File: config.mk
export PLATFORM = sky130hd
export DESIGN_NAME = rational_arith_unit
export DESIGN_NICKNAME = d
export VERILOG_FILES = /design/src/rtl/rau_pkg.sv /design/src/rtl/rau_divider.sv /design/src/rtl/rational_arith_unit.sv
export VERILOG_INCLUDE_DIRS = /design/src /design/src/rtl
export SDC_FILE = /design/constraint.sdc
export NUM_CORES = 2
export LEC_CHECK = 0
export BUFFER_PORTS_ARGS = -buffer_cell sky130_fd_sc_hd__buf_2
export CAP_MARGIN = 20
export CORE_ASPECT_RATIO = 0.75
export CORE_UTILIZATION = 60
export DETAILED_ROUTE_END_ITERATION = 8
export HOLD_SLACK_MARGIN = 0.05
export PLACE_DENSITY = 0.81
export SETUP_SLACK_MARGIN = 0.3
export SLEW_MARGIN = 40
export SYNTH_ARGS = -nofsm -noshare
export SYNTH_HDL_FRONTEND = slang
export SYNTH_HIERARCHICAL = 1
export SYNTH_SLANG_ARGS = --single-unit
File: constraint.sdc
create_clock -name clk -period 9.1 [get_ports clk]
set_clock_uncertainty 0.2 [all_clocks]
set_input_delay 1.82 -clock clk [delete_from_list [all_inputs] [get_ports clk]]
set_output_delay 1.82 -clock clk [all_outputs]
set_load 0.02 [all_outputs]
File: src/rtl/assert_macros.svh
// Assertion macros shared by the RTL.
`ifndef ASSERT_MACROS_SVH
`define ASSERT_MACROS_SVH
// Check that an antecedent implies a consequent on the next cycle.
`define ASSERT_NEXT(label, clk, rst_n, a, c) \
label: assert property (@(posedge clk) disable iff (!rst_n) (a) |=> (c)) else $error("next");
// Check that a condition always holds.
`define ASSERT_ALWAYS(label, clk, rst_n, c) \
label: assert property (@(posedge clk) disable iff (!rst_n) (c)) else $error("always");
`endif

File: src/rtl/rau_pkg.sv
// Package for the rational arithmetic unit: constants and beat types.
package rau_pkg;
    localparam int OperandWidthDefault = 16;
    localparam int NumW = 33;
    localparam int DenW = 32;
    localparam logic [2:0] KIND_ADD  = 3'd0;
    localparam logic [2:0] KIND_SUB  = 3'd1;
    localparam logic [2:0] KIND_MUL  = 3'd2;
    localparam logic [2:0] KIND_DIV  = 3'd3;
    localparam logic [2:0] KIND_LT   = 3'd4;
    localparam logic [2:0] KIND_EQ   = 3'd5;
    localparam logic [2:0] KIND_NEG  = 3'd6;
    localparam logic [2:0] KIND_NONE = 3'd7;

    typedef struct packed {
        logic [2:0]         kind;
        logic signed [15:0] a_num;
        logic signed [15:0] a_den;
        logic signed [15:0] b_num;
        logic signed [15:0] b_den;
    } in_beat_t;

    typedef struct packed {
        logic signed [32:0] res_num;
        logic signed [31:0] res_den;
        logic               cmp_flag;
        logic               status;
    } out_beat_t;

    // Divider command and reply between sequencer and divider.
    typedef struct packed {
        logic start;
    } div_ctl_t;

    typedef struct packed {
        logic done;
    } div_sts_t;
endpackage

File: src/rtl/rau_divider.sv
// Unsigned restoring divider, one quotient bit per cycle.
module rau_divider
    import rau_pkg::*;
(
    input  logic             clk,
    input  logic             rst_n,
    input  div_ctl_t         ctl,
    input  logic [NumW-1:0]  dividend,
    input  logic [NumW-1:0]  divisor,
    output div_sts_t         sts,
    output logic [NumW-1:0]  quotient,
    output logic [NumW-1:0]  remainder
);
    localparam int CntW = $clog2(NumW + 1);

    logic [NumW-1:0] quo_reg, quo_next;
    logic [NumW-1:0] rem_reg, rem_next;
    logic [NumW-1:0] dvs_reg, dvs_next;
    logic [CntW-1:0] cnt_reg, cnt_next;
    logic            busy_reg, busy_next;
    logic            done_reg, done_next;
    logic [NumW:0]   trial;
    logic [NumW:0]   diff;

    always_comb
    begin
        quo_next  = quo_reg;
        rem_next  = rem_reg;
        dvs_next  = dvs_reg;
        cnt_next  = cnt_reg;
        busy_next = busy_reg;
        done_next = 1'b0;
        trial     = {rem_reg, quo_reg[NumW-1]};
        diff      = trial - {1'b0, dvs_reg};
        if (ctl.start)
        begin
            quo_next  = dividend;
            rem_next  = '0;
            dvs_next  = divisor;
            cnt_next  = CntW'(NumW);
            busy_next = 1'b1;
        end
        else if (busy_reg)
        begin
            // shift in one dividend bit, subtract if it fits
            if (!diff[NumW])
            begin
                rem_next = diff[NumW-1:0];
                quo_next = {quo_reg[NumW-2:0], 1'b1};
            end
            else
            begin
                rem_next = trial[NumW-1:0];
                quo_next = {quo_reg[NumW-2:0], 1'b0};
            end
            cnt_next = cnt_reg - 1'b1;
            if (cnt_reg == CntW'(1))
            begin
                busy_next = 1'b0;
                done_next = 1'b1;
            end
        end
    end

    always_ff @(posedge clk or negedge rst_n)
    begin
        if (!rst_n)
        begin
            busy_reg <= 1'b0;
            done_reg <= 1'b0;
            cnt_reg  <= '0;
        end
        else
        begin
            busy_reg <= busy_next;
            done_reg <= done_next;
            cnt_reg  <= cnt_next;
        end
    end

    always_ff @(posedge clk)
    begin
        quo_reg <= quo_next;
        rem_reg <= rem_next;
        dvs_reg <= dvs_next;
    end

    assign sts.done  = done_reg;
    assign quotient  = quo_reg;
    assign remainder = rem_reg;
endmodule

File: src/rtl/rational_arith_unit.sv
// Top level of the rational arithmetic unit: sequencer around a shared divider.
// Compare, negate, unused kind and error beats skip the divider and go from forming
// the result straight to output.
// Otherwise Euclid runs its remainders through the 33-bit restoring divider,
// then it divides numerator and denominator by the gcd.
// One beat at a time, next one taken the cycle after the result is loaded; rst_n clears state.
`include "assert_macros.svh"
module rational_arith_unit
    import rau_pkg::*;
#(
    parameter int OPERAND_WIDTH = OperandWidthDefault
)
(
    input  logic      clk,
    input  logic      rst_n,
    input  logic      in_valid,
    output logic      in_stall,
    input  in_beat_t  in_data,
    output logic      out_valid,
    input  logic      out_stall,
    output out_beat_t out_data
);
    localparam logic [2:0] ST_IDLE = 3'd0;
    localparam logic [2:0] ST_MUL  = 3'd1;
    localparam logic [2:0] ST_FORM = 3'd2;
    localparam logic [2:0] ST_GCD  = 3'd3;
    localparam logic [2:0] ST_DNUM = 3'd4;
    localparam logic [2:0] ST_DDEN = 3'd5;
    localparam logic [2:0] ST_OUT  = 3'd6;
    localparam int PW = 2 * OPERAND_WIDTH;

    logic [2:0] st_reg, st_next;
    logic [2:0] kind_reg;
    logic signed [OPERAND_WIDTH-1:0] an_reg, ad_reg, bn_reg, bd_reg;
    logic signed [PW-1:0] p1_reg, p2_reg, p3_reg;
    logic signed [NumW-1:0] rn_reg;
    logic signed [DenW-1:0] rd_reg;
    logic [NumW-1:0] gx_reg, gy_reg;
    logic            wait_reg;
    out_beat_t       out_reg;
    logic            ov_reg;

    div_ctl_t        dctl;
    div_sts_t        dsts;
    logic [NumW-1:0] dvd, dvs, quo, rem;

    logic signed [NumW-1:0] sum;
    logic [NumW-1:0] abs_rn, abs_rd;
    logic bad;

    rau_divider u_div (
        .clk(clk), .rst_n(rst_n), .ctl(dctl), .dividend(dvd), .divisor(dvs),
        .sts(dsts), .quotient(quo), .remainder(rem)
    );

    assign in_stall  = (st_reg != ST_IDLE);
    assign out_valid = ov_reg;
    assign out_data  = out_reg;
    assign abs_rn = rn_reg[NumW-1] ? NumW'(-rn_reg) : NumW'(rn_reg);
    assign abs_rd = rd_reg[DenW-1] ? NumW'(-{rd_reg[DenW-1], rd_reg})
                                   : NumW'({1'b0, rd_reg});
    assign bad = (ad_reg == '0) || (kind_reg != KIND_NEG && bd_reg == '0)
              || (kind_reg == KIND_DIV && bn_reg == '0);

    always_comb
    begin
        case (kind_reg)
            KIND_ADD: sum = NumW'(p1_reg) + NumW'(p2_reg);
            KIND_SUB: sum = NumW'(p1_reg) - NumW'(p2_reg);
            default:  sum = NumW'(p1_reg);
        endcase
    end

    // Divider operands per sequencer phase.
    always_comb
    begin
        dctl.start = 1'b0;
        dvd = gx_reg;
        dvs = gy_reg;
        case (st_reg)
            ST_GCD:  dctl.start = !wait_reg && (gy_reg != '0);
            ST_DNUM:
            begin
                dvd = abs_rn;
                dctl.start = !wait_reg;
            end
            ST_DDEN:
            begin
                dvd = abs_rd;
                dctl.start = !wait_reg;
            end
            default: dctl.start = 1'b0;
        endcase
    end

    always_comb
    begin
        st_next = st_reg;
        case (st_reg)
            ST_IDLE: if (in_valid) st_next = ST_MUL;
            ST_MUL:  st_next = ST_FORM;
            ST_FORM:
                if (bad || kind_reg > KIND_DIV) st_next = ST_OUT;
                else st_next = ST_GCD;
            ST_GCD:  if (!wait_reg && gy_reg == '0) st_next = ST_DNUM;
            ST_DNUM: if (dsts.done) st_next = ST_DDEN;
            ST_DDEN: if (dsts.done) st_next = ST_OUT;
            ST_OUT:  if (!ov_reg || !out_stall) st_next = ST_IDLE;
            default: st_next = ST_IDLE;
        endcase
    end

    always_ff @(posedge clk or negedge rst_n)
    begin
        if (!rst_n)
        begin
            st_reg   <= ST_IDLE;
            ov_reg   <= 1'b0;
            wait_reg <= 1'b0;
        end
        else
        begin
            st_reg <= st_next;
            if (dctl.start) wait_reg <= 1'b1;
            else if (dsts.done) wait_reg <= 1'b0;
            if (st_reg == ST_OUT && st_next == ST_IDLE) ov_reg <= 1'b1;
            else if (!out_stall) ov_reg <= 1'b0;
        end
    end

    always_ff @(posedge clk)
    begin
        case (st_reg)
            ST_IDLE:
            begin
                // latch the operands, keeping the low OPERAND_WIDTH bits
                kind_reg <= in_data.kind;
                an_reg <= in_data.a_num[OPERAND_WIDTH-1:0];
                ad_reg <= in_data.a_den[OPERAND_WIDTH-1:0];
                bn_reg <= in_data.b_num[OPERAND_WIDTH-1:0];
                bd_reg <= in_data.b_den[OPERAND_WIDTH-1:0];
            end
            ST_MUL:
            begin
                p1_reg <= PW'(an_reg * bd_reg);
                p2_reg <= (kind_reg == KIND_MUL) ? PW'(an_reg * bn_reg)
                                                 : PW'(ad_reg * bn_reg);
                p3_reg <= (kind_reg == KIND_DIV) ? PW'(ad_reg * bn_reg)
                                                 : PW'(ad_reg * bd_reg);
            end
            ST_FORM:
            begin
                rn_reg <= (kind_reg == KIND_MUL) ? NumW'(p2_reg)
                        : (kind_reg == KIND_DIV) ? NumW'(p1_reg) : sum;
                rd_reg <= DenW'(p3_reg);
            end
            default: ;
        endcase
        if (st_reg == ST_FORM)
        begin
            gx_reg <= (kind_reg == KIND_MUL) ? NumW'(p2_reg[PW-1] ? -p2_reg : p2_reg)
                    : (kind_reg == KIND_DIV) ? NumW'(p1_reg[PW-1] ? -p1_reg : p1_reg)
                    : (sum[NumW-1] ? NumW'(-sum) : NumW'(sum));
            gy_reg <= NumW'(p3_reg[PW-1] ? -p3_reg : p3_reg);
        end
        if (st_reg == ST_GCD && dsts.done)
        begin
            gx_reg <= gy_reg;
            gy_reg <= rem;
        end
        if (st_reg == ST_GCD && !wait_reg && gy_reg == '0)
        begin
            // a zero gcd means both parts are zero: divide by one
            if (gx_reg == '0) gy_reg <= NumW'(1);
            else gy_reg <= gx_reg;
        end
        if (st_reg == ST_DNUM && dsts.done)
            rn_reg <= rn_reg[NumW-1] ? NumW'(-quo) : quo;
        if (st_reg == ST_DDEN && dsts.done)
            rd_reg <= rd_reg[DenW-1] ? DenW'(-quo) : DenW'(quo);
        if (st_reg == ST_OUT && st_next == ST_IDLE)
        begin
            if (bad || kind_reg == KIND_NONE)
            begin
                // errors and the unused kind give 0/1
                out_reg.res_num  <= '0;
                out_reg.res_den  <= DenW'(1);
                out_reg.cmp_flag <= 1'b0;
                out_reg.status   <= (kind_reg != KIND_NONE);
            end
            else
            begin
                case (kind_reg)
                    KIND_LT, KIND_EQ:
                    begin
                        out_reg.res_num  <= '0;
                        out_reg.res_den  <= DenW'(1);
                        out_reg.cmp_flag <= (kind_reg == KIND_LT) ? (p1_reg < p2_reg)
                                                                  : (p1_reg == p2_reg);
                        out_reg.status   <= 1'b0;
                    end
                    KIND_NEG:
                    begin
                        out_reg.res_num  <= -NumW'(an_reg);
                        out_reg.res_den  <= DenW'(ad_reg);
                        out_reg.cmp_flag <= 1'b0;
                        out_reg.status   <= 1'b0;
                    end
                    default:
                    begin
                        out_reg.res_num  <= rn_reg;
                        out_reg.res_den  <= rd_reg;
                        out_reg.cmp_flag <= 1'b0;
                        out_reg.status   <= 1'b0;
                    end
                endcase
            end
        end
    end

    `ASSERT_NEXT(a_busy_stall, clk, rst_n, st_reg == ST_MUL, in_stall)
    `ASSERT_ALWAYS(a_wait_div, clk, rst_n, !(dctl.start && wait_reg))
    `ASSERT_NEXT(a_out_hold, clk, rst_n, ov_reg && out_stall, ov_reg)
endmodule

[Yosys cells after proc, flatten, opt, wreduce, memory -nomap -nowiden]
Index checks and enable logic that the tools add are counted.
Storage, ports and cells
  bits in registers: 473
  latch bits: 0
  memory bits (writable): 0
  ROM bits: 0
  word-level logic and storage cells: 150
  memories: 0
Operators by class
  add/sub/neg operators: 12
  $mul: 4
  div/mod/pow operators: 0
  $lt $le $gt $ge: 2
  eq/ne operators: 18
  shift operators: 0
  multiplexer cells: 53
  bitwise logic cells: 0
  reduce and logical (&&, ||, !) cells: 36
Operators with widths (count)
  33-bit 2-to-1 mux: 22
  32-bit 2-to-1 mux: 5
  67-bit case mux with 2 select lines: 1
  33-bit negator: 4
  33-bit case mux with 2 select lines: 2
  16-bit by 16-bit multiplier with 32-bit output: 4
  32-bit negator with 33-bit output: 3
  33-bit logical NOT: 2
  16-bit logical NOT: 3
  34-bit by 33-bit subtractor with 34-bit output: 1
  32-bit by 32-bit adder with 33-bit output: 1
  16-bit negator with 33-bit output: 1
  33-bit nonzero test: 1
  32-bit by 32-bit subtractor with 33-bit output: 1
  32-bit equality test: 1
  32-bit < comparator: 1
  3-bit equality test, second input constant: 7
  3-bit case mux with 7 select lines: 1
  3-bit 2-to-1 mux: 6
  1-bit 2-to-1 mux: 13
  3-bit by 2-bit equality test with 1-bit output, second input constant: 4
  6-bit 2-to-1 mux: 2
  1-bit logical AND: 10
  2-bit nonzero test: 5
  other kinds (12): 24

[Depth between registers and ports, before layout]
  depth after elaboration: 10
  depth in mapped cells: 28
  mapped depth without buffers: 26

[By module]
The synthesis kept the hierarchy.
By module, submodules not included
  rational_arith_unit: instances 1, cells an instance 7211, area an instance 64368.0 sq um, seq. area each 10965.5 sq um
  rau_divider: instances 1, cells an instance 599, area an instance 6192.2 sq um, seq. area each 2842.7 sq um

[Worst setup path after synthesis]
OpenSTA, ideal clock, no wires.
  kind: reg2reg
  start: register st_reg[0]
  end: register p1_reg[0] (enable)
  library setup time: 0.688 ns
  arrival time: 8.147 ns
  required time: 8.212 ns
  setup slack: 0.065 ns
  cell stages (with the launch flop): 5
  path buffers: 3
  clock period less this slack: 9.035 ns
  cell sequence: dfrtp_1 -> clkbuf_1 -> clkbuf_1 -> clkbuf_1 -> nor3b_1
On the way
  longest elaborated chain between the ends: 1
RTL lines
  start: declaration: line rational_arith_unit.sv:32  | logic [2:0] st_reg, st_next;
  start signal: assignment: line rational_arith_unit.sv:123  | st_reg <= st_next;
  3-bit by 1-bit equality test with 1-bit output: line rational_arith_unit.sv:133  | case (st_reg)
  end signal: assignment: line rational_arith_unit.sv:145  | p1_reg <= PW'(an_reg * bd_reg);
  end: declaration: line rational_arith_unit.sv:35  | logic signed [PW-1:0] p1_reg, p2_reg, p3_reg;
No other way between the ends.
A chain may end at the register's enable or synchronous reset.

[Worst setup path after layout]
  start: register an_reg[15]
  end: register p1_reg[28] (data pin)
On the way
  longest elaborated chain between the ends: 1
RTL lines
  start: declaration: line rational_arith_unit.sv:34  | logic signed [OPERAND_WIDTH-1:0] an_reg, ad_reg, bn_reg, bd_reg;
  start signal: assignment: line rational_arith_unit.sv:138  | an_reg <= in_data.a_num[OPERAND_WIDTH-1:0];
  16-bit by 16-bit multiplier with 32-bit output: line rational_arith_unit.sv:145
No other way between the ends.

==> metrics.txt <==
Leakage=34.06 nW; commonest non-fill, non-tap cell in the layout=inv_1; Period minus WS final=8.141 ns; Largest register FFs=67; first-pass GRT wire length=347.7 mm; final setup vio count=0; hold_buf cts=0; hpwl dp=179.2 mm; Final WS setup=0.9590 ns; drt first pass iters=8; area of the multi-input gates=0.05042 mm2; nature of the critical path startpoint=register; crit path kind=reg -> reg; setup_tns=0 ns; worst hold path type=reg -> reg; WL per Instance=24.30 um; Synth Flop Type=edfxtp_1; pre-CTS setup slack=1.211 ns; CP cell instances=buf_4 > nand2_1 > fa_1 > fa_1 > inv_1 > fa_1 > fa_1 > fa_1 > inv_1 > fa_1 > inv_1 > ha_1 > nand4_1 > nor2_1 > nand3_1 > o21ai_0 > a21oi_1 > o21bai_1 > a2111o_1 > nand2_1 > xnor2_1; Via-to-Cell Ratio=6.190; IO Port Bufs=139; Post-Syn Area=0.07056 mm2; remaining antenna violation count after routing=0; die footprint=0.1190 mm2; vias in the first global route=58121; RSZ-0062 raised after global routing=no; RePlAce Congestion=1.042; Root Driver=clkbuf_16; Initial Util=60.72%; WP buf/inv=4; most frequent cells in the layout=inv_1, fa_1, nand2_1; number of gates resized after cts=0; Rel. slew slack=37.06%; final wirelength=226.9 mm; Storage cell area=0.01381 mm2; Layout fillers=9425; crit path max fanout=28; Cell Rows=108; Worst-Margin Slew=0.9374 ns; worst hold path depth=0; CTS HTree Levels=2; syn_nets=9369; Post-Synthesis Cells=7810; PwrDens=63.36 mW/mm2; Residual DRC=0; via count=57785; Hold Fails Final Rpt=0; CTS tree=yes; FMAX=122.8 MHz; P&R area growth vs syn=6.098%; GRT Total Usage=38.63%; Overflow after GRT=0; CP arrival=8.30 ns; Num CTS Buffers=54; num ports=140; register area share after synthesis=19.57%; antenna violations before repair=9; post-synthesis async set-or-reset flop share=2.748%; largest net degree at the start of global routing=75; Synth Warn #=6; initial DRC count=7127; Max-Cap Viols=0; Worst-path clk slew=0.06 ns; Max Transition Viols Final=0; Clock Tree Buf Depth=3; syn_area_per_cell=9.035 um2; delay-heaviest family, CP=adder cells; # nets final=9308; clk sinks=473; CP endpoint kind=register; register bit total from synthesis=473; cells on worst reg2reg path=21; Final Cycle Share=89.46%; layout cells sized above 1=6.685%; number of flops mapped to enable cells by yosys=427; most frequent CP cell=fa_1; die width=398.0 um; slowest CP cell=edfxtp_1; Yosys cell types=93; post-CTS setup repair buffer count=0; status=finished clean; Critical Path RT=9.26 ns; Core Box Area=0.1162 mm2; Worst path max stage delay=0.78 ns; clk_lat worst skew=0.69 ns; VDD IR max=166.1 uV; WP depth=21; Die Height=299.0 um
[report_power, final]
part	switching, mW	leakage, nW	internal [mW]
registers	0.00000000000000000874	4.32	2.34
clock network	1.07	0.910	1.31
logic	0.0144	28.8	0.0107
[cells in the mapped netlist (10+ instances only)]
cell type / n / area share (%)
or3_1: 57 / 0.51
a22oi_1: 33 / 0.35
nor2b_1: 44 / 0.39
or2_2: 16 / 0.14
clkbuf_1: 365 / 1.9
a21o_1: 65 / 0.69
o21bai_1: 32 / 0.34
dfxtp_1: 33 / 0.94
xor2_1: 166 / 2.1
nor3b_1: 11 / 0.12
o31a_1: 10 / 0.12
nor3_1: 69 / 0.49
a211oi_1: 43 / 0.46
a311oi_2: 16 / 0.34
a31oi_1: 22 / 0.20
nand2_1: 1012 / 5.4
or4_1: 29 / 0.31
edfxtp_1: 427 / 18
a31o_2: 10 / 0.12
ha_1: 437 / 7.7
fa_1: 1051 / 30
nand4_1: 43 / 0.38
xnor2_1: 234 / 2.9
nand3_1: 72 / 0.51
dfrtp_1: 13 / 0.46
o31ai_1: 66 / 0.70
inv_1: 1303 / 6.9
a21oi_1: 364 / 2.6
mux2i_1: 30 / 0.43
mux2_2: 37 / 0.59
o211ai_1: 27 / 0.29
and2_1: 498 / 4.4
nor4_1: 62 / 0.55
and3_1: 29 / 0.26
nor2_1: 395 / 2.1
o21a_1: 34 / 0.36
buf_1: 24 / 0.13
o21ai_0: 365 / 2.6
o41ai_1: 23 / 0.29
nand2b_1: 51 / 0.45
nand3b_1: 10 / 0.11
[worst register-to-register path, stage by stage (launching register included)]
cell,delay (ns)
edfxtp_1,0.78
buf_4,0.43
nand2_1,0.23
fa_1,0.54
fa_1,0.53
inv_1,0.06
fa_1,0.48
fa_1,0.51
fa_1,0.49
inv_1,0.05
fa_1,0.54
inv_1,0.08
ha_1,0.33
nand4_1,0.19
nor2_1,0.29
nand3_1,0.11
o21ai_0,0.58
a21oi_1,0.22
o21bai_1,0.22
a2111o_1,0.20
nand2_1,0.07
xnor2_1,0.68
[logic make-up after synthesis]
family / after synthesis / synth area share [%]
buffers and inverters: 1711 / 9.182
AOI/OAI and AO/OA: 1243 / 11.15
and+or+nand+nor: 2427 / 16.51
muxes: 67 / 1.016
adders and majority gates: 1488 / 37.57
xor gates and xnor gates: 401 / 5.004
DFF: 473 / 19.57
[final timing paths]
| path | from | endpoint | slack, ns |
|---|---|---|---|
| max | an_reg[15] | p1_reg[28] | 0.96 |
| min | dvs[12] | u_div/dvs_reg[12] | 0.30 |
| max reg2reg | an_reg[15] | p1_reg[28] | 0.96 |
| min reg2reg | dvs[12] | u_div/dvs_reg[12] | 0.30 |
| max in group asynchronous | rst_n | st_reg[0] | 7.65 |
| min in group asynchronous | rst_n | st_reg[2] | 0.81 |
[per-layer routing]
layer | GRT usage, % | vias up | routed length [um]
met5 | 0 | - | 96
met4 | 18.09 | 10 | 12990
met3 | 11.36 | 687 | 30640
met2 | 56.07 | 3731 | 95800
met1 | 53.32 | 28340 | 87360
li1 | - | 25017 | -
[cell type report]
type / count / share of cell area [%]
antenna: 1 / 0.003343
multi-input combinational: 5626 / 67.35
inverter: 1306 / 6.550
clock buffer: 59 / 1.830
timing repair buffer: 288 / 2.554
tap: 1540 / 2.574
sequential: 473 / 18.45
clock inverter: 42 / 0.6936
[metrics by stage]
stage	power (mW)	utilization [%]	instance area [um2]	hold slack, ns	cells
6_report	4.744	64.42	74860	0.2956	9335
5_1_grt	4.823	64.42	74860	0.3035	9334
4_1_cts	4.752	64.36	74800	0.2985	9331
3_5_place_dp	2.408	62.74	72910	0.2840	9230
3_3_place_gp	2.408	62.56	72710	0.2633	9216
2_1_floorplan	2.384	-	70570	0.2409	7810
No activity file was read; power rests on OpenSTA's default activity.
